$ cat src/sv/bwsm_pkg.sv
// Shared types, constants and helper functions of the binary-weight stripe MAC.
package bwsm_pkg;

    localparam int LANES     = 8;
    localparam int SLOTS     = 64;
    localparam int ACC_WIDTH = 32;

    localparam int LANE_W    = (LANES > 1) ? $clog2(LANES) : 1;
    localparam int SLOT_W    = (SLOTS > 1) ? $clog2(SLOTS) : 1;
    localparam int ACC_AW    = SLOT_W + LANE_W;
    localparam int ACC_DEPTH = SLOTS << LANE_W;
    localparam int SUM_W     = 9 + LANE_W;

    localparam int ROW_W     = 8;
    localparam int DATA_W    = 64;
    localparam int SLOTF_W   = 6;
    localparam int LANEF_W   = 3;
    localparam int OUT_W     = 32;

    typedef enum logic [1:0] {
        MODE_LOAD = 2'd0,
        MODE_SWAP = 2'd1,
        MODE_ACC  = 2'd2,
        MODE_READ = 2'd3
    } t_mode;

    typedef struct packed {
        t_mode                mode;
        logic [ROW_W-1:0]     weight_row;
        logic [DATA_W-1:0]    data_word;
        logic [SLOTF_W-1:0]   slot;
        logic                 accumulate;
    } t_in_item;

    typedef struct packed {
        logic [LANEF_W-1:0]   lane;
        logic signed [OUT_W-1:0] acc_value;
        logic                 last;
    } t_out_item;

    typedef struct packed {
        logic             load;
        logic             swap;
        logic [LANES-1:0] row;
    } t_bank_ctrl;

    // Signed sum of the activations with +1/-1 weights given by the row bits.
    function automatic logic [ACC_WIDTH-1:0] lane_dot(
        input logic [LANES-1:0]  row,
        input logic [DATA_W-1:0] data
    );
        logic signed [SUM_W-1:0] s;
        logic signed [SUM_W-1:0] term;
        s = '0;
        for (int p = 0; p < LANES; p++) begin
            term = SUM_W'($signed(data[8*p +: 8]));
            if (row[p]) begin
                s = s + term;
            end else begin
                s = s - term;
            end
        end
        return ACC_WIDTH'(s);
    endfunction

    function automatic logic signed [OUT_W-1:0] acc_to_out(input logic [ACC_WIDTH-1:0] v);
        return OUT_W'($signed(v));
    endfunction

endpackage

$ cat src/sv/bwsm_weight_bank.sv
// Double-buffered weight rows: shadow bank loaded by shifting, active bank read per lane.
module bwsm_weight_bank
    import bwsm_pkg::*;
(
    input  logic             i_clk,
    input  logic             i_rst_n,
    input  t_bank_ctrl       i_ctrl,
    input  logic [LANE_W-1:0] i_lane,
    output logic [LANES-1:0] o_row
);

    logic [LANES-1:0] r_bank_a [LANES];
    logic [LANES-1:0] r_bank_b [LANES];
    logic             r_active;

    always_ff @(posedge i_clk) begin
        if (!i_rst_n) begin
            r_active <= 1'b0;
            for (int q = 0; q < LANES; q++) begin
                r_bank_a[q] <= '0;
                r_bank_b[q] <= '0;
            end
        end else begin
            if (i_ctrl.swap) begin
                r_active <= ~r_active;
            end
            if (i_ctrl.load) begin
                // The shadow bank shifts down one row and takes the new row on top.
                if (r_active) begin
                    for (int q = 0; q < LANES - 1; q++) begin
                        r_bank_b[q] <= r_bank_b[q+1];
                    end
                    r_bank_b[LANES-1] <= i_ctrl.row;
                end else begin
                    for (int q = 0; q < LANES - 1; q++) begin
                        r_bank_a[q] <= r_bank_a[q+1];
                    end
                    r_bank_a[LANES-1] <= i_ctrl.row;
                end
            end
        end
    end

    assign o_row = r_active ? r_bank_a[i_lane] : r_bank_b[i_lane];

endmodule

$ cat config.mk
export PLATFORM = sky130hd
export DESIGN_NAME = bwsm_weight_bank
export DESIGN_NICKNAME = d
export VERILOG_FILES = /design/src/sv/bwsm_pkg.sv /design/src/sv/bwsm_weight_bank.sv
export SDC_FILE = /design/constraint.sdc
export NUM_CORES = 1
export LEC_CHECK = 0
export ABC_AREA = 1
export BUFFER_PORTS_ARGS = -buffer_cell sky130_fd_sc_hd__buf_2
export CORE_MARGIN = 3
export CORE_UTILIZATION = 59
export CTS_CLUSTER_DIAMETER = 60
export DETAILED_ROUTE_END_ITERATION = 10
export GPL_TIMING_DRIVEN = 1
export PLACE_DENSITY = 0.76
export REMOVE_ABC_BUFFERS = 1
export SYNTH_ARGS = -nofsm -noshare
export SYNTH_HDL_FRONTEND = slang
export SYNTH_SLANG_ARGS = --single-unit
export TNS_END_PERCENT = 20
$ cat constraint.sdc
create_clock -name i_clk -period 8.1 [get_ports i_clk]
set_input_delay 0 -clock i_clk [delete_from_list [all_inputs] [get_ports i_clk]]
set_output_delay 0 -clock i_clk [all_outputs]
set_load 0.01 [all_outputs]
==> run summary, run 1 <==
Status: finished, final reports clean
Clock Latency Late Sink: 0.52 ns
DP Cell Count: 820
Skew final: 0.00979 ns
Number of global-route vias before repair: 4291
Crit path max fanout: 44
Dpl ws: 5.50 ns
Post-CTS Resized: 0
# Max-Cap Violations: 0
CP top delay family: buffers and inverters
Crit path arrival time: 2.76 ns
Via density per instance: 5.19
ANT cells: 0
Syn-to-layout area delta: 12.5%
Initial antenna violation count: 0
I/O pin count: 23
WS Path Type: register to register
Final ANT Viol Nets: 0
Drt initial violations: 458
# setup viols final: 0
Reg clk slew, reported paths: 0.06 ns
Routed vias: 4463
Syn avg cell area: 9.00 sq um
Die area: 0.0119 sq mm
TritonCTS buffer count: 17
Drt wl/cell: 14.7 um
Leak Pwr: 0.00325 uW
GRT Total Usage: 23.1%
Fin. Hold Viols: 0
Drt first pass iters: 5
DRC Markers: 0
Remaining Overflow, GRT: 0
Postcts setup bufs: 0
Initial core utilization: 60.8%
RSZ-0062 raised after global routing: false
F_max: 0.383 GHz
Netlist Area Pre-Place: 0.00627 sq mm
First-pass GRT wire length: 20800 um
Max incr delay on CP: 0.74 ns
Final worst slack: 5.49 ns
Final core utilization: 68.3%
Max Buffers Root-to-Sink: 2
Sequential element share of the synthesized area: 61.6%
PortBufs: 22
CTS tree: done
Pin count of the biggest net entering global routing: 69
WHS: 0.0458 ns
Number of hold buffers added after cts: 9
CP max-delay cell: dfxtp_1
Cells after Synth: 697
Setup crit start kind: register
Ys Warns: 0
CP required: 8.25 ns
Relative max-transition margin: 25.7%
# H-tree levels: 4
Clk sinks: 129
Crit path buffers/inverters: 2
Cell Count, Final, Fillers Out: 860
Chip height: 109 um
CP endpoint kind: register
Hpwl dp: 6860 um
Max IR drop VDD: 0.151 mV
Min-delay worst type: input pin to register
Final Max Slew Viols: 0
Die width: 109 um
Final period utilization: 32.3%
Tmin final: 2.61 ns
Setup TNS: 0 ns
Fillcell total: 786
Total core area: 0.0103 sq mm
Actual slew at the worst max-slew pin: 1.11 ns
Power per cell area: 246 mW/mm^2
CP Cell Sequence: inv_2 > o21ai_4 > buf_4
Share of cells above drive strength 1: 10.1%
Site Rows: 37
Unique cell type count in the Yosys netlist: 15
GPL Wtd Cong: 0.764
Root Driver: clkbuf_8
Final nets: 727
Synth Register Bits: 129
Post-Route WL: 12700 um
sequential cells by signal (all words and copies together) (netlist names):
signal / flops
r_bank_b: 64
r_active: 1
r_bank_a: 64
worst register-to-register path: stages (launching register included):
cell	delay [ns]
dfxtp_1	0.74
inv_2	0.26
o21ai_4	0.62
buf_4	0.61
stage by stage:
stage                     total power [uW]  cell area (sq um)
after global routing                  1800               7050
final                                 1740               7050
after global placement                 960               6360
after detailed placement               966               6360
after CTS                             1740               7050
after floorplan                        914               6030
power breakdown:
group	switching (uW)	internal, uW	total, uW
clock network	283	497	780
registers	14.8	786	801
logic	111	45.7	157
total	409	1330	1740
final timing paths:
kind	startpoint	to	slack (ns)	cells after the start
worst max-delay path	r_active	r_bank_b[6][6]	5.49	3
worst min-delay path	i_rst_n	r_active	0.05	3
worst max register to register	r_active	r_bank_b[6][6]	5.49	3
worst min register to register	r_bank_a[7][0]	r_bank_a[6][0]	0.54	2
layer usage:
| metal | vias up | track usage [%] | share of wire (%) |
|---|---|---|---|
| met3 | 16 | 5.33 | 6.0 |
| li1 | 2191 | - | - |
| met4 | 0 | 7.75 | 1.3 |
| met1 | 2117 | 30.7 | 43 |
| met5 | - | 0 | 0 |
| met2 | 139 | 37.6 | 50 |
cell families (layout without fill, tap and decap cells):
| family | Yosys count | in the layout | synth area share (%) |
|---|---|---|---|
| AND/OR/NAND/NOR | 371 | 371 | 25.0 |
| flip-flops | 129 | 129 | 61.6 |
| AO/OA/AOI/OAI | 5 | 5 | 0.399 |
| buffers and inverters | 192 | 219 | 13.0 |
cell usage in the layout (no fill, tap or decap):
cell type / Yosys / routed
buf_4: 3 / 3
clkbuf_16: 0 / 16
o21ai_4: 0 / 2
dfxtp_1: 1 / 1
buf_2: 26 / 22
nand2_1: 162 / 162
nand3_2: 2 / 2
clkinv_2: 0 / 3
o21ai_0: 5 / 3
clkinv_4: 0 / 3
clkbuf_8: 0 / 1
inv_2: 3 / 3
clkinvlp_4: 0 / 4
nor2_2: 10 / 10
edfxtp_1: 128 / 128
dlygate4sd3_1: 0 / 9
bufinv_16: 0 / 4
nor2_1: 88 / 88
inv_1: 151 / 151
nand3_1: 109 / 109
synthesized netlist by cell type:
cell      number  area share (%)
buf_1          1           0.060
buf_2         26             2.1
buf_4          3            0.36
buf_6          7             1.3
clkbuf_1       1           0.060
dfxtp_1        1            0.32
edfxtp_1     128              61
inv_1        151             9.0
inv_2          3            0.18
nand2_1      162             9.7
nand3_1      109             8.7
nand3_2        2            0.32
nor2_1        88             5.3
nor2_2        10             1.0
o21ai_0        5            0.40
area by class of cell:
type | instances | area (sq um) | area share [%]
Tap cell | 136 | 170 | 2.41
Inverter | 154 | 578 | 8.19
Clock inverter | 14 | 191 | 2.71
Clock buffer | 17 | 414 | 5.87
Multi-Input combinational cell | 376 | 1610 | 22.9
Sequential cell | 129 | 3860 | 54.8
Timing Repair Buffer | 34 | 223 | 3.16
Power figures use the tool's default switching activity.
==> inputs of run 2 (changes only) <==
--- a/config.mk
+++ b/config.mk
@@ -5,14 +5,14 @@
 export SDC_FILE = /design/constraint.sdc
 export NUM_CORES = 1
 export LEC_CHECK = 0
-export ABC_AREA = 1
+export ABC_AREA = 0
 export BUFFER_PORTS_ARGS = -buffer_cell sky130_fd_sc_hd__buf_2
 export CORE_MARGIN = 3
-export CORE_UTILIZATION = 59
+export CORE_UTILIZATION = 55
 export CTS_CLUSTER_DIAMETER = 60
 export DETAILED_ROUTE_END_ITERATION = 10
 export GPL_TIMING_DRIVEN = 1
-export PLACE_DENSITY = 0.76
+export PLACE_DENSITY = 0.75
 export REMOVE_ABC_BUFFERS = 1
 export SYNTH_ARGS = -nofsm -noshare
 export SYNTH_HDL_FRONTEND = slang
==> constraint.sdc (replaced) <==
create_clock -name i_clk -period 2.3 [get_ports i_clk]
set_input_delay 0 -clock i_clk [delete_from_list [all_inputs] [get_ports i_clk]]
set_output_delay 0 -clock i_clk [all_outputs]
set_load 0.01 [all_outputs]
==> run summary, run 2 <==
Hold_sp: i_ctrl[9] (was i_rst_n)
Number of synthesized flops with an enable pin: 128 (unchanged)
CP Cell Sequence: and2_1 > a22oi_1 > nand2_1 > buf_2 (was inv_2 > o21ai_4 > buf_4)
Via density per instance: 5.74 (was 5.19)
Critical Path Start: r_active (unchanged)
Multi-input gate area: 0.00178 sq mm (was 0.00161 sq mm)
GRT Total Usage: 18.5% (was 23.1%)
Drt initial violations: 225 (was 458)
Min-delay worst type: input pin to register (unchanged)
First-pass GRT wire length: 16100 um (was 20800 um)
GPL Wtd Cong: 0.721 (was 0.764)
# Max-Cap Violations: 0 (unchanged)
Total core area: 0.0100 sq mm (was 0.0103 sq mm)
Sequential element share of the synthesized area: 66.9% (was 61.6%)
Routed vias: 2995 (was 4463)
Die width: 108 um (was 109 um)
R2R Path Start: r_active (unchanged)
Site Rows: 36 (was 37)
CP max-delay cell: and2_1 (was dfxtp_1)
F_max: 0.498 GHz
Die area: 0.0118 sq mm (was 0.0119 sq mm)
Fillcell total: 713 (was 786)
Drt first pass iters: 5 (unchanged)
Max Buffers Root-to-Sink: 2 (unchanged)
Final Max Slew Viols: 0 (unchanged)
Power per cell area: 856 mW/mm^2 (was 246 mW/mm^2)
CP endpoint kind: primary output (was register)
Number of hold buffers added after cts: 10 (was 9)
Max incr delay on CP: 0.56 ns (was 0.74 ns)
Share of cells above drive strength 1: 18.5% (was 10.1%)
Final ANT Viol Nets: 0 (unchanged)
# H-tree levels: 4 (unchanged)
Hpwl dp: 5570 um (was 6860 um)
Drt wl/cell: 18.9 um (was 14.7 um)
Unique cell type count in the Yosys netlist: 23 (was 15)
# setup viols final: 0 (unchanged)
Top cells by area, synth: edfxtp_1, and2_1, mux4_1 (was edfxtp_1, nand2_1, inv_1)
Yosys top cell area share: 66.6% (was 61.3%)
Top cells by count, synth: edfxtp_1, and2_1, mux4_1, a22oi_1, mux4_2 (was nand2_1, inv_1, edfxtp_1, nand3_1, nor2_1)
Final nets: 393 (was 727)
Reg clk slew, reported paths: 0.05 ns (was 0.06 ns)
Syn avg cell area: 16.9 sq um (was 9.00 sq um)
TritonCTS buffer count: 17 (unchanged)
WHS: 0.150 ns (was 0.0458 ns)
Final core utilization: 66.7% (was 68.3%)
Crit path arrival time: 2.01 ns (was 2.76 ns)
Ys Warns: 0 (unchanged)
Pwr Total: 5710 uW (was 1740 uW)
Final period utilization: 87.3%
ANT cells: 0 (unchanged)
Post-CTS Resized: 0 (unchanged)
RSZ-0062 raised after global routing: false (unchanged)
Register Area: 0.00386 sq mm (unchanged)
Setup TNS: 0 ns (unchanged)
Number of global-route vias before repair: 3050 (was 4291)
Skew final: 0.00496 ns (was 0.00979 ns)
DRC Markers: 0 (unchanged)
Most common cell after layout, fill and taps aside: edfxtp_1 (was nand2_1)
Leak Pwr: 0.00259 uW (was 0.00325 uW)
Clock Latency Late Sink: 0.51 ns (was 0.52 ns)
Status: finished, final reports clean (unchanged)
Netlist Area Pre-Place: 0.00577 sq mm (was 0.00627 sq mm)
Initial core utilization: 57.7% (was 60.8%)
Cells after Synth: 341 (was 697)
Max IR drop VDD: 0.537 mV (was 0.151 mV)
CP required: 2.30 ns (was 8.25 ns)
Setup crit start kind: register (unchanged)
Root Driver: clkbuf_8 (unchanged)
Chip height: 108 um (was 109 um)
Pin count of the biggest net entering global routing: 65 (was 69)
Commonest cells after routing, fill and taps aside: edfxtp_1, and2_1, buf_2, mux4_1 (was nand2_1, inv_1, edfxtp_1, nand3_1, nor2_1)
Predominant post-synthesis flop cell: edfxtp_1 (unchanged)
Relative max-transition margin: 62.1% (was 25.7%)
CTS tree: done (unchanged)
Tmin final: 2.01 ns
Initial antenna violation count: 0 (unchanged)
Yosys top cell by area: edfxtp_1 (unchanged)
Post-Route WL: 9860 um (was 12700 um)
Fin. Hold Viols: 0 (unchanged)
Remaining Overflow, GRT: 0 (unchanged)
I/O pin count: 23 (unchanged)
Count leader, synth: edfxtp_1 (was nand2_1)
Actual slew at the worst max-slew pin: 0.569 ns (was 1.11 ns)
Crit path max fanout: 9 (was 44)
Postcts setup bufs: 0 (unchanged)
PortBufs: 22 (unchanged)
Synth Register Bits: 129 (unchanged)
WS Path Type: register to primary output (was register to register)
Clk sinks: 129 (unchanged)
Syn-to-layout area delta: 15.5% (was 12.5%)
Ys async rst share: 0% (unchanged)
Top Registers: r_bank_a (64), r_bank_b (64), r_active (1) (unchanged)
==> run 2: cell count changes after synthesis, sizes merged, moves of 11 or more <==
cell    change
inv       -153
nand2     -152
and2      +122
nand3     -111
nor2       -97
mux4       +32
buf        -28
a22oi      +16
clkbuf     +11
==> run 2: path summary, 6_finish.rpt <==
path | end | slack [ns] | cells after the start
worst max-delay path | o_row[5] | 0.29 | 4
worst min-delay path | r_bank_b[2][3] | 0.15 | 4
worst max register to register | r_bank_b[0][4] | 0.84 | 3
worst min register to register | r_bank_a[1][3] | 0.54 | 1
==> run 2: per-stage QoR <==
step	worst slack, ns	instance area, sq um	std cells
after CTS	0.293	6670	522
after detailed placement	0.783	6040	482
after floorplan	-3.17	5620	317
after global placement	0.779	6040	482
final	0.292	6670	522
after global routing	0.198	6670	522
==> run 2: final cells by class <==
class	count	share of cell area (%)
timing repair buffer	42	5.03
sequential	129	57.9
inverter	1	0.0563
multi-input combinational	187	26.6
tap	133	2.50
clock buffer	22	6.49
clock inverter	8	1.35
==> run 2: power breakdown <==
part           internal (uW)  switching (uW)  leakage [uW]  total, uW
logic                    215             228      0.000963        443
registers               2790            77.1       0.00137       2870
clock network           1510             882      0.000254       2390
==> run 2: critical path: cells and delay by family (launching register included) <==
kind                   cells  cell delay (ns)
AND/OR/NAND/NOR            2             0.66
flip-flops                 1             0.54
buffers and inverters      1             0.13
AO/OA/AOI/OAI              1             0.18
==> run 2: logic make-up after synthesis <==
kind of cell,synth area share (%)
DFF,66.9
buffers and inverters,2.64
xor gates and xnor gates,0.152
muxes,13.7
AOI/OAI and AO/OA,2.17
and+or+nand+nor,14.4
==> run 2: routing by layer <==
layer  GRT usage, %  wire (um)  part of all wire, %  vias up
met4           6.94        103                  1.0        0
li1               -          -                    -     1367
met5              0          0                    0        -
met2           28.7       4930                   50       91
met1           25.6       4210                   43     1527
met3           4.72        617                  6.3       10
==> inputs of run 3 (changes only) <==
--- a/config.mk
+++ b/config.mk
@@ -7,10 +7,12 @@
 export LEC_CHECK = 0
 export ABC_AREA = 0
 export BUFFER_PORTS_ARGS = -buffer_cell sky130_fd_sc_hd__buf_2
+export CAP_MARGIN = 20
 export CORE_MARGIN = 3
 export CORE_UTILIZATION = 55
 export CTS_CLUSTER_DIAMETER = 60
 export DETAILED_ROUTE_END_ITERATION = 10
+export GPL_ROUTABILITY_DRIVEN = 0
 export GPL_TIMING_DRIVEN = 1
 export PLACE_DENSITY = 0.75
 export REMOVE_ABC_BUFFERS = 1
==> constraint.sdc (replaced) <==
create_clock -name i_clk -period 1.7 [get_ports i_clk]
set_input_delay 0 -clock i_clk [delete_from_list [all_inputs] [get_ports i_clk]]
set_output_delay 0 -clock i_clk [all_outputs]
set_load 0.01 [all_outputs]
==> run summary, run 3 (synthesis gave the netlist of run 2 again) <==
Status: finished with violations (was finished, final reports clean)
Failing checks: negative setup slack
Setup crit start kind: register (unchanged)
GRT Total Usage: 20.2% (was 18.5%)
PortBufs: 22 (unchanged)
TritonCTS buffer count: 17 (unchanged)
Max Buffers Root-to-Sink: 2 (unchanged)
Tmin final: 1.89 ns
CP required: 1.70 ns (was 2.30 ns)
Top Registers: r_bank_a (64), r_bank_b (64), r_active (1) (unchanged)
Number of global-route vias before repair: 3172 (was 3050)
Met3 WL: 512 um (was 617 um)
Fin. Hold Viols: 0 (unchanged)
Hold_sp: i_ctrl[9] (unchanged)
Setup TNS: -0.851 ns (was 0 ns)
Hold depth: 4 (unchanged)
# setup viols final: 8 (was 0)
RSZ-0062 raised after global routing: true (was false)
Drt initial violations: 186 (was 225)
Final Max Slew Viols: 0 (unchanged)
CP max-delay cell: mux4_4 (was and2_1)
Crit path max fanout: 2 (was 9)
Drt wl/cell: 19.7 um (was 18.9 um)
Final core utilization: 67.9% (was 66.7%)
Crit path buffers/inverters: 1 (unchanged)
First-pass GRT wire length: 17300 um (was 16100 um)
Total core area: 0.0100 sq mm (unchanged)
CP top delay family: multiplexers (was simple AND/OR/NAND/NOR gates)
DP Area: 0.00610 sq mm (was 0.00604 sq mm)
Final ANT Viol Nets: 0 (unchanged)
WS Path Type: register to primary output (unchanged)
CP endpoint kind: primary output (unchanged)
Dpl ws: 0.155 ns (was 0.783 ns)
# Max-Cap Violations: 0 (unchanged)
Worst reg-to-reg path cell count: 4 (was 3)
Hpwl dp: 5890 um (was 5570 um)
Crit path arrival time: 1.89 ns (was 2.01 ns)
R2R Path Start: r_active (unchanged)
Final worst slack: -0.193 ns (was 0.292 ns)
Initial core utilization: 57.7% (unchanged)
Reg2Reg Setup Slack: 0.21 ns (was 0.84 ns)
Initial antenna violation count: 0 (unchanged)
Clk sinks: 129 (unchanged)
F_max: 0.528 GHz
Commonest cells after routing, fill and taps aside: edfxtp_1, and2_1, mux4_2, buf_2, clkbuf_16 (was edfxtp_1, and2_1, buf_2, mux4_1)
DRC Markers: 0 (unchanged)
Pwr Total: 8020 uW (was 5710 uW)
Reg2reg end: r_bank_a[1][2] (was r_bank_b[0][4])
Power per cell area: 1180 mW/mm^2 (was 856 mW/mm^2)
Relative max-transition margin: 73.3% (was 62.1%)
Via density per instance: 5.64 (was 5.74)
Site Rows: 36 (unchanged)
Die area: 0.0118 sq mm (unchanged)
I/O pin count: 23 (unchanged)
# H-tree levels: 4 (unchanged)
CTS tree: done (unchanged)
Final Cell Area: 0.00679 sq mm (was 0.00667 sq mm)
CP Cell Sequence: mux4_4 > a22oi_2 > nand2_1 > buf_2 (was and2_1 > a22oi_1 > nand2_1 > buf_2)
Most common cell after layout, fill and taps aside: edfxtp_1 (unchanged)
Clock Latency Late Sink: 0.51 ns (about the same)
Final period utilization: 111%
Routed vias: 2981 (was 2995)
Chip height: 108 um (unchanged)
Leak Pwr: 0.00256 uW (was 0.00259 uW)
WL met1: 4720 um (was 4210 um)
Reg clk slew, reported paths: 0.06 ns (was 0.05 ns)
Uppermost routed layer: met4 (unchanged)
Skew final: 0.00581 ns (was 0.00496 ns)
Root Driver: clkbuf_8 (unchanged)
ANT cells: 0 (unchanged)
Met2 WL post-DR: 5020 um (was 4930 um)
Hold path endpoint: r_bank_b[1][1] (was r_bank_b[2][3])
Post-Route WL: 10400 um (was 9860 um)
Die width: 108 um (unchanged)
Max IR drop VDD: 0.930 mV (was 0.537 mV)
Share of cells above drive strength 1: 28.0% (was 18.5%)
Pin count of the biggest net entering global routing: 65 (unchanged)
Actual slew at the worst max-slew pin: 0.400 ns (was 0.569 ns)
Max incr delay on CP: 0.62 ns (was 0.56 ns)
Remaining Overflow, GRT: 0 (unchanged)
Final nets: 399 (was 393)
Fillcell total: 713 (unchanged)
Min-delay worst type: input pin to register (unchanged)
Drt first pass iters: 5 (unchanged)
Syn-to-layout area delta: 17.6% (was 15.5%)
[run 3: where the power goes]
| group | switching (uW) | internal, uW | total [uW] | leakage, uW |
|---|---|---|---|---|
| Combinational | 347 | 328 | 675 | 0.000925 |
| Sequential | 108 | 3770 | 3880 | 0.00137 |
| Clock | 1280 | 2190 | 3460 | 0.000269 |
[run 3: worst reg2reg max path: stages (launching register included)]
cell     delay, ns
dfxtp_1       0.50
buf_4         0.21
nor3b_2       0.05
buf_4         0.26
and2_1        0.23
[run 3: final cells by class]
type | count | area, sq um | area share, %
clock buffer | 17 | 414 | 6.10
clock inverter | 14 | 148 | 2.18
inverter | 1 | 3.75 | 0.0553
multi-input combinational | 187 | 1790 | 26.3
sequential | 129 | 3860 | 56.9
tap | 133 | 166 | 2.45
timing repair buffer | 48 | 405 | 5.97
[run 3: metal layers]
metal  up-vias  GRT usage (%)
li1       1366              -
met1      1528           28.3
met2        74           30.6
met3        13           5.49
met4         0           7.57
met5         -              0
[run 3: repair_timing]
item / CTS / global route
buffers inserted: 1 / 1
hold buffers: 10 / 0
endpoints found under the setup margin: 8 / 8
hold endpoints to repair: 19 / 0
resized for setup: 27 / 4
pin swaps: 14 / 1
[run 3: per-stage QoR]
stage,hold WS (ns),cells
detailed placement,0.310,486
CTS,0.120,528
global route,0.171,529
finish,0.136,529
global placement,0.306,486
floorplan,0.122,317
[run 3: how the worst max path moves through the flow]
| stage | start | endpoint | slack (ns) | depth (start not counted) |
|---|---|---|---|---|
| 2_1_floorplan | r_active | r_bank_a[0][0] | -3.77 | 1 |
| 3_3_place_gp | r_active | o_row[2] | 0.17 | 4 |
| 3_5_place_dp | r_active | o_row[2] | 0.15 | 4 |
| 4_1_cts | r_bank_b[3][3] | o_row[3] | -0.21 | 4 |
| 5_1_grt | r_bank_b[3][3] | o_row[3] | -0.26 | 4 |
| 6_report | r_bank_b[3][3] | o_row[3] | -0.19 | 4 |
